==> src/design/fxalu_mul.sv <==
// Pipelined unsigned magnitude multiply, split into 32x16 partial products.
module fxalu_mul (
  input  logic        clk,
  input  logic        en,
  input  logic [31:0] a,
  input  logic [31:0] b,
  output logic [63:0] p
);
  logic [47:0] lo;
  logic [47:0] hi;

  always_ff @(posedge clk) begin
    if (en) begin
      lo <= a * {16'd0, b[15:0]};
      hi <= a * {16'd0, b[31:16]};
      p  <= {16'd0, lo} + {hi, 16'd0};
    end
  end
endmodule

==> config.mk <==
export PLATFORM = sky130hd
export DESIGN_NAME = fxalu_mul
export DESIGN_NICKNAME = d
export VERILOG_FILES = /design/src/design/fxalu_mul.sv
export SDC_FILE = /design/constraint.sdc
export NUM_CORES = 2
export LEC_CHECK = 0
export BUFFER_PORTS_ARGS = -buffer_cell sky130_fd_sc_hd__buf_4
export CORE_ASPECT_RATIO = 0.5
export CORE_MARGIN = 5
export CORE_UTILIZATION = 46
export CTS_CLUSTER_DIAMETER = 80
export DETAILED_ROUTE_END_ITERATION = 10
export HOLD_SLACK_MARGIN = 0.15
export PLACE_DENSITY = 0.64
export SLEW_MARGIN = 40
export SYNTH_ARGS = -nofsm -noshare
export SYNTH_HDL_FRONTEND = slang
export SYNTH_SLANG_ARGS = --single-unit
==> constraint.sdc <==
create_clock -name clk -period 19.1 [get_ports clk]
set_clock_uncertainty 0.1 [all_clocks]
set_input_delay 1.91 -clock clk [delete_from_list [all_inputs] [get_ports clk]]
set_output_delay 1.91 -clock clk [all_outputs]
set_load 0.01 [all_outputs]
==> impl_metrics.json <==
{
  "die-height_um": 216,
  "hp-class": "reg2reg",
  "yosys.cell_types.count": 72,
  "max_freq_mhz": 117,
  "synthesis.nets": 5411,
  "critical_path_class": "in2reg",
  "yosys.area.top_type": "fa_1",
  "cpMaxStageDelayCell": "o31ai_1",
  "synthTopCellsByArea": "fa_1 (43%), edfxtp_1 (12%), inv_1 (8.7%), ha_1 (8.7%), and2_1 (6.8%)",
  "crit_buf_inv": 6,
  "critical_path_required_ps": 19230,
  "gp_congestion": 0.869,
  "final-setup-viol-count": 0,
  "cts_tree": "done",
  "post-place-ws_ps": 10210,
  "relSlewSlack_pct": 39.6,
  "vias_per_cell": 5.32,
  "design_area_mm2": 0.0414,
  "cpPeakStageDelay_ps": 750,
  "finalHoldViolCount": 0,
  "synth_cells": 4236,
  "drc": 0,
  "initial_utilization_pct": 46.6,
  "clock_latency_ps": 480,
  "cp_max_fo": 32,
  "clockBufferDepth": 2,
  "area_growth_pct": 5.56,
  "cp_data_arrival_time_ps": 8710,
  "maxCapViolations": 0,
  "yosysWarnings": 0,
  "cts_resized": 0,
  "die_x_um": 423,
  "antenna_found_initial": 2,
  "avgSynthCellArea_um2": 9.25,
  "num_rows": 75,
  "start_kind": "primary input",
  "finish.utilization_pct": 49.2,
  "synth_flop_cell": "edfxtp_1",
  "crit_top_cell": "fa_1",
  "grt_pass1_wl_mm": 165,
  "drt_iter0_markers": 1805,
  "grtUsageTotal_pct": 22.7,
  "grt_pass1_vias": 31100,
  "synth_edf_count": 160,
  "synth.top_cell.area_share_pct": 42.7,
  "grt_setup_unrepaired": "no",
  "dr_total_vias": 28200,
  "io-pin-count": 130,
  "fin_crit_ps": 8580,
  "syn-cell-area_mm2": 0.0392,
  "setup_ws_ps": 10520,
  "fin_crit_sh_pct": 44.9,
  "drt-pass1-iter-count": 6,
  "coreArea_mm2": 0.0842,
  "wl_per_cell_um": 18.7,
  "setup_tns_ps": 0,
  "post_cts_buffers": 0,
  "status": "finished, final reports clean",
  "antenna_left": 0,
  "endpoint_kind": "flop",
  "port_buffers": 129,
  "ys_seq_area_share_pct": 12.3,
  "wirelength_mm": 99.3,
  "worst_slew_pin_slew_ps": 898,
  "place_hpwl_mm": 76.9,
  "nNetsFinal": 5343,
  "slew_violations": 0,
  "cts_sinks": 160,
  "place_area_mm2": 0.0408,
  "crit_family": "adder cells",
  "numCtsBuffers": 17,
  "cp_cell_sequence": "buf_4 > nand2_1 > fa_1 > inv_1 > fa_1 > inv_1 > fa_1 > inv_1 > fa_1 > fa_1 > inv_1 > fa_1 > inv_1 > ha_1 > nand2_1 > nor3_1 > a2111oi_2 > a21oi_1 > o21ai_1 > a21oi_1 > o31ai_1 > a21oi_1 > o311ai_1 > nor2b_1",
  "synth-seq-cells": 160,
  "async_reset_ff_share_pct": 0,
  "die-area_mm2": 0.0915,
  "grt_max_degree": 104,
  "root_buffer": "clkbuf_16",
  "cts_hold_buf": 0,
  "drive_gt1_share_pct": 4.50,
  "htree_levels": 4,
  "cts.clk_slew.worst_paths_ps": 70,
  "final.fill_count": 7862,
  "overflow": 0
}
-- per-stage QoR --
stage,hold slack (ps),std cells
detailed placement,306,5264
global route,331,5299
global placement,303,5264
finish,323,5300
floorplan,300,4236
CTS,324,5296
-- Yosys cell counts, types with 5 or more instances --
library cell and number:
nor2b_1 25, nand3_1 44, xor2_1 41, and3_1 19
nand2_1 670, o21bai_1 21, a21o_1 64, nor3_1 28
fa_1 837, edfxtp_1 160, nand2b_1 15, a211oi_1 7
xnor2_1 85, o21ai_0 39, and2_1 428, o31ai_1 6
clkbuf_1 214, nand3b_1 5, a31oi_1 14, inv_1 910
nor2_1 77, ha_1 272, a21oi_1 126, nand4_1 16
o21ai_1 19, nor3b_1 5, a211o_1 5, o21a_1 8
-- cell type report --
| type | instances | area, um^2 | share of cell area (%) |
|---|---|---|---|
| clock inverters | 14 | 156 | 0.378 |
| inverters | 910 | 3420 | 8.25 |
| repair buffers | 131 | 1010 | 2.45 |
| clock buffers | 18 | 429 | 1.04 |
| flip-flops and latches | 160 | 4800 | 11.6 |
| diodes | 3 | 7.51 | 0.0181 |
| multi-input cells | 2948 | 30200 | 72.9 |
| well taps | 1116 | 1400 | 3.37 |
-- path summary, 6_finish.rpt --
check	startpoint	end	slack [ps]	cells after the start
worst max register to register	lo[35]$_DFFE_PP_	p[62]$_DFFE_PP_	15130	10
worst min register to register	lo[13]$_DFFE_PP_	p[13]$_DFFE_PP_	320	0
worst max-delay path	a[7]	hi[45]$_DFFE_PP_	10520	24
worst min-delay path	lo[13]$_DFFE_PP_	p[13]$_DFFE_PP_	320	0
-- sequential cells by signal, summed over array words and instances (netlist names) --
signal,cells
p,64
hi,48
lo,48
-- logic make-up after synthesis --
family,Yosys count,share of synthesized area [%]
AND/OR/NAND/NOR,1349,16.6
buffers and inverters,1128,10.8
adder cells (fa/ha/maj),1109,51.4
AO/OA/AOI/OAI,364,6.05
flip-flops,160,12.3
XOR/XNOR,126,2.82
-- cell usage in the layout, fill, tap and decap left out, types with 15 or more instances in the layout --
cell | Yosys | final
a21o_1 | 64 | 64
a21oi_1 | 126 | 126
and2_1 | 428 | 428
and3_1 | 19 | 19
buf_4 | 0 | 128
clkbuf_16 | 0 | 17
edfxtp_1 | 160 | 160
fa_1 | 837 | 837
ha_1 | 272 | 272
inv_1 | 910 | 910
nand2_1 | 670 | 670
nand2b_1 | 15 | 15
nand3_1 | 44 | 44
nand4_1 | 16 | 16
nor2_1 | 77 | 77
nor2b_1 | 25 | 25
nor3_1 | 28 | 28
o21ai_0 | 39 | 39
o21ai_1 | 19 | 19
o21bai_1 | 21 | 21
xnor2_1 | 85 | 85
xor2_1 | 41 | 41
-- layer usage --
layer / vias to the layer above / share of wire [%] / track usage [%]
met1: 14500 / 41 / 29.7
met5: - / 0 / 0
met2: 985 / 48 / 37.8
met4: 0 / 3.9 / 8.75
met3: 191 / 7.1 / 4.33
li1: 12600 / - / -
Power is left out: the tool's default activity adds up to more than one toggle a clock period on the data nets, which glitch-free logic cannot reach.
