**config.mk**
```make
export PLATFORM = sky130hd
export DESIGN_NAME = fxalu_div
export DESIGN_NICKNAME = d
export VERILOG_FILES = /design/src/design/fxalu_div.sv
export SDC_FILE = /design/constraint.sdc
export NUM_CORES = 2
export LEC_CHECK = 0
export BUFFER_PORTS_ARGS = -buffer_cell sky130_fd_sc_hd__clkbuf_2
export CELL_PAD_IN_SITES_DETAIL_PLACEMENT = 0
export CELL_PAD_IN_SITES_GLOBAL_PLACEMENT = 1
export CORE_ASPECT_RATIO = 0.5
export CORE_UTILIZATION = 55
export CTS_BUF_LIST = sky130_fd_sc_hd__clkbuf_4 sky130_fd_sc_hd__clkbuf_8 sky130_fd_sc_hd__clkbuf_16
export DETAILED_ROUTE_END_ITERATION = 12
export PLACE_DENSITY_LB_ADDON = 0.1
export SLEW_MARGIN = 0
export SYNTH_ARGS = -nofsm -noshare
export SYNTH_HDL_FRONTEND = slang
export SYNTH_SLANG_ARGS = --single-unit
```
**constraint.sdc**
```tcl
create_clock -name clk -period 65.9 [get_ports clk]
set_clock_uncertainty 0.05 [all_clocks]
set_input_delay 0 -clock clk [delete_from_list [all_inputs] [get_ports clk]]
set_output_delay 0 -clock clk [all_outputs]
set_load 0.05 [all_outputs]
```
**src/design/fxalu_div.sv**
```systemverilog
// Unrolled restoring divider: Stages registered steps, each resolving an equal
// share of the quotient bits of a (Bits)-bit dividend by a 32-bit divisor.
// The dividend is zero-extended to a whole number of steps per stage.
module fxalu_div #(
  parameter int Bits   = 40,
  parameter int Stages = 5
) (
  input  logic            clk,
  input  logic            en,
  input  logic [Bits-1:0] num,
  input  logic [31:0]     den,
  output logic [Bits-1:0] quo
);
  localparam int Step   = (Bits + Stages - 1) / Stages;
  localparam int Padded = Step * Stages;

  logic [Padded-1:0] q_r   [Stages+1];
  logic [32:0]       rem_r [Stages+1];
  logic [31:0]       den_r [Stages+1];

  always_comb begin
    q_r[0]   = Padded'(num);
    rem_r[0] = '0;
    den_r[0] = den;
  end

  for (genvar s = 0; s < Stages; s++) begin : g_stage
    logic [Padded-1:0] q_c;
    logic [32:0]       r_c;
    always_comb begin
      q_c = q_r[s];
      r_c = rem_r[s];
      for (int i = 0; i < Step; i++) begin
        r_c = {r_c[31:0], q_c[Padded-1]};
        q_c = {q_c[Padded-2:0], 1'b0};
        if (r_c >= {1'b0, den_r[s]}) begin
          r_c = r_c - {1'b0, den_r[s]};
          q_c[0] = 1'b1;
        end
      end
    end
    always_ff @(posedge clk) begin
      if (en) begin
        q_r[s+1]   <= q_c;
        rem_r[s+1] <= r_c;
        den_r[s+1] <= den_r[s];
      end
    end
  end

  assign quo = q_r[Stages][Bits-1:0];
endmodule

```
==> out/qor.csv <==
stage,metric,value,unit
clocking,htreeDepth,2,
worst_setup_path,cp-end-kind,flip-flop,
outcome,violations,capacitance limit,
drt,first_pass_iters,6,
yosys,yosysTopAreaCell,ha_1,
worst_setup_path,startpoint_type,flip-flop,
worst_setup_path,required,66.29,ns
final_layout,area_growth,6.10,%
yosys,yosysSeqAreaShare,15.6,%
grt,grt_max_degree,83,
final_layout,nFillCells,14800,
final_layout,fin_nets,12400,
worst_setup_path,arrival,34.82,ns
worst_setup_path,worstSetupStartpoint,den_r[33],
grt,grt_pass1_wl,454,mm
flow_run,maxCapViolCount,1,
yosys,syn-cell-area,0.0875,sq mm
placement,gp_congestion,0.988,
yosys,postSynthCellCount,11000,
clocking,cts_tree,yes,
clocking,insertion_delay,0.69,ns
timing,max_freq,0.0290,GHz
clocking,ctsRootBufferMaster,clkbuf_16,
yosys,synth_most_common_cell,ha_1,
clocking,holdBufCountCts,95,
worst_setup_path,reg2reg_from,den_r[33],
floorplan,die_y,284,microns
grt,busiest_layer,met2,
clocking,cts_resized,0,
yosys,synth_edf_count,456,
grt,antenna_found_initial,7,
clocking,postCtsSetupRepairBufs,0,
yosys,ys_ff_latch,456,
min_path,hp-class,input port to flip-flop,
timing,min_period_over_period,52.2,%
worst_setup_path,slowest_stage,a311oi_1,
timing,fin_ws,31.48,ns
worst_setup_path,path_common_cell,o21ai_0,
floorplan,fp.dieW,566,microns
timing,tns,0,ns
timing,slew_viol_final,0,
timing,period_needed,34.42,ns
placement,port_buffers,113,
outcome,status,finished with violations,
yosys,syn_area_per_cell,7.97,sq um
min_path,hp-start,num[2],
yosys,synth.top_cell.area_share,17.9,%
final_layout,register_area,0.0137,sq mm
drt,vias_per_cell,6.41,
drt,vias,84700,
clocking,clock-sinks,456,
clocking,cts_buffers,49,
drt,first_iter_violations,8229,
timing,rsz0062_at_grt,false,
drt,wl_per_cell,22.8,microns
yosys,async_flop_share,0,%
grt,first_global_vias,77100,
yosys,synth_flop_cell,edfxtp_1,
floorplan,start_util,55.4,%
final_layout,multi_input_area,0.0701,sq mm
yosys,synth_commonest_cells,"ha_1, a21oi_1, nor2_1, nand2_1, o21ai_0",
yosys,yosys_warnings,0,
drt,drtAntennaViolNets,0,
clocking,cts_max_path_buffers,3,
floorplan,io_pins,114,
grt,grt_overflow,0,
drt,drt-total-wl,302,mm
timing,relSlewSlack,1.15,%
timing,tightest_slew,1.47,ns
grt,grt.total_usage,35.9,%
final_layout,drive_gt1_share,8.64,%
floorplan,rows,103,
grt,grtUsageMet1,51.6,%
worst_setup_path,max_stage_delay,0.85,ns
placement,dpl.cell_count,13000,
yosys,syn_nets,12400,
worst_setup_path,crit_path_max_fanout,48,
placement,hpwl,242,mm
floorplan,dieArea,0.161,sq mm
grt,use_met2,54.7,%
placement,dp_slack,32.06,ns
timing,setup_viol,0,
final_layout,instances_no_fill,13200,
floorplan,core_area,0.158,sq mm
timing,finalHoldViolCount,0,
worst_setup_path,crit_type,flip-flop to flip-flop,
grt,grt_use_met3,5.68,%
yosys,synth_cell_types,111,
yosys,synth_area_leaders,"ha_1, edfxtp_1, mux2_2",
drt,drc,0,
clocking,clk_pin_slew,0.08,ns
-- sequential cells by signal, indices dropped and copies added, names as in the netlist --
name         cells
den_r          128
g_stage.q_c    128
rem_r          128
quo             40
q_r             32
-- cells by family (layout without fill, tap and decap cells) --
| kind of cell | after synthesis | after routing | synth area share [%] |
|---|---|---|---|
| compound gates | 3641 | 3641 | 26.7 |
| xor+xnor | 971 | 971 | 9.72 |
| fa+ha+maj | 1288 | 1288 | 18.7 |
| buf+inv | 962 | 1080 | 4.36 |
| flops | 456 | 456 | 15.6 |
| mux | 634 | 634 | 8.01 |
| other cells | 0 | 5 | 0 |
| simple gates | 3036 | 3036 | 16.8 |
-- placed cells by master, fill, tap and decap left out, types with 67 or more instances in the layout --
cell type	count
ha_1	1250
a21oi_1	1111
nor2_1	819
nand2_1	788
o21ai_0	728
inv_1	669
xnor2_1	631
a21o_1	552
mux2_2	497
edfxtp_1	456
xor2_1	340
nand3_1	230
nor3_1	194
nand4_1	183
o21a_1	178
nand2b_1	171
nor2b_1	160
o21bai_1	157
mux2i_1	115
clkbuf_2	112
dlygate4sd3_1	95
buf_4	92
a31oi_1	91
a211oi_1	91
and3_1	88
nor4_1	78
a21boi_0	77
o211ai_1	67
-- metrics by stage --
step	cell area (sq um)	hold slack, ns	utilization (%)
after floorplan	87500	0.0489	-
after global placement	90300	0.127	57.2
after detailed placement	90300	0.129	57.2
after CTS	92900	0.00270	58.8
after global routing	92900	0.0182	58.8
final	92900	0.0324	58.8
-- critical path: cells and delay by family, from the launching register on --
kind / cells / cell delay (ns)
compound gates: 73 / 19.55
fa+ha+maj: 8 / 2.56
buf+inv: 18 / 4.50
flops: 1 / 0.81
mux: 3 / 0.89
simple gates: 26 / 5.67
-- path summary, 6_finish.rpt --
path / endpoint / slack, ns / cells after the start
worst max-delay path: quo[0] / 31.48 / 128
worst min-delay path: g_stage[1].q_c[18] / 0.03 / 2
worst min register to register: g_stage[4].q_c[32] / 0.36 / 0
worst max register to register: quo[0] / 31.48 / 128
-- cell type report --
cell class | count | area share, %
Clock inverter | 36 | 0.377
Clock buffer | 53 | 1.35
Antenna cell | 5 | 0.0135
Multi-Input combinational cell | 9570 | 75.5
Timing Repair Buffer | 300 | 2.39
Inverter | 691 | 2.79
Sequential cell | 456 | 14.7
Tap cell | 2100 | 2.83
-- metal layers --
metal	wire, microns	part of all wire [%]	up-vias
li1	-	-	41200
met1	141000	47	40000
met2	126000	42	3067
met3	24900	8.3	451
met4	10100	3.3	6
met5	100	0.033	-
Power is not shown: default switching activity piles up to over one toggle a cycle in this logic, so the estimate is an artifact.
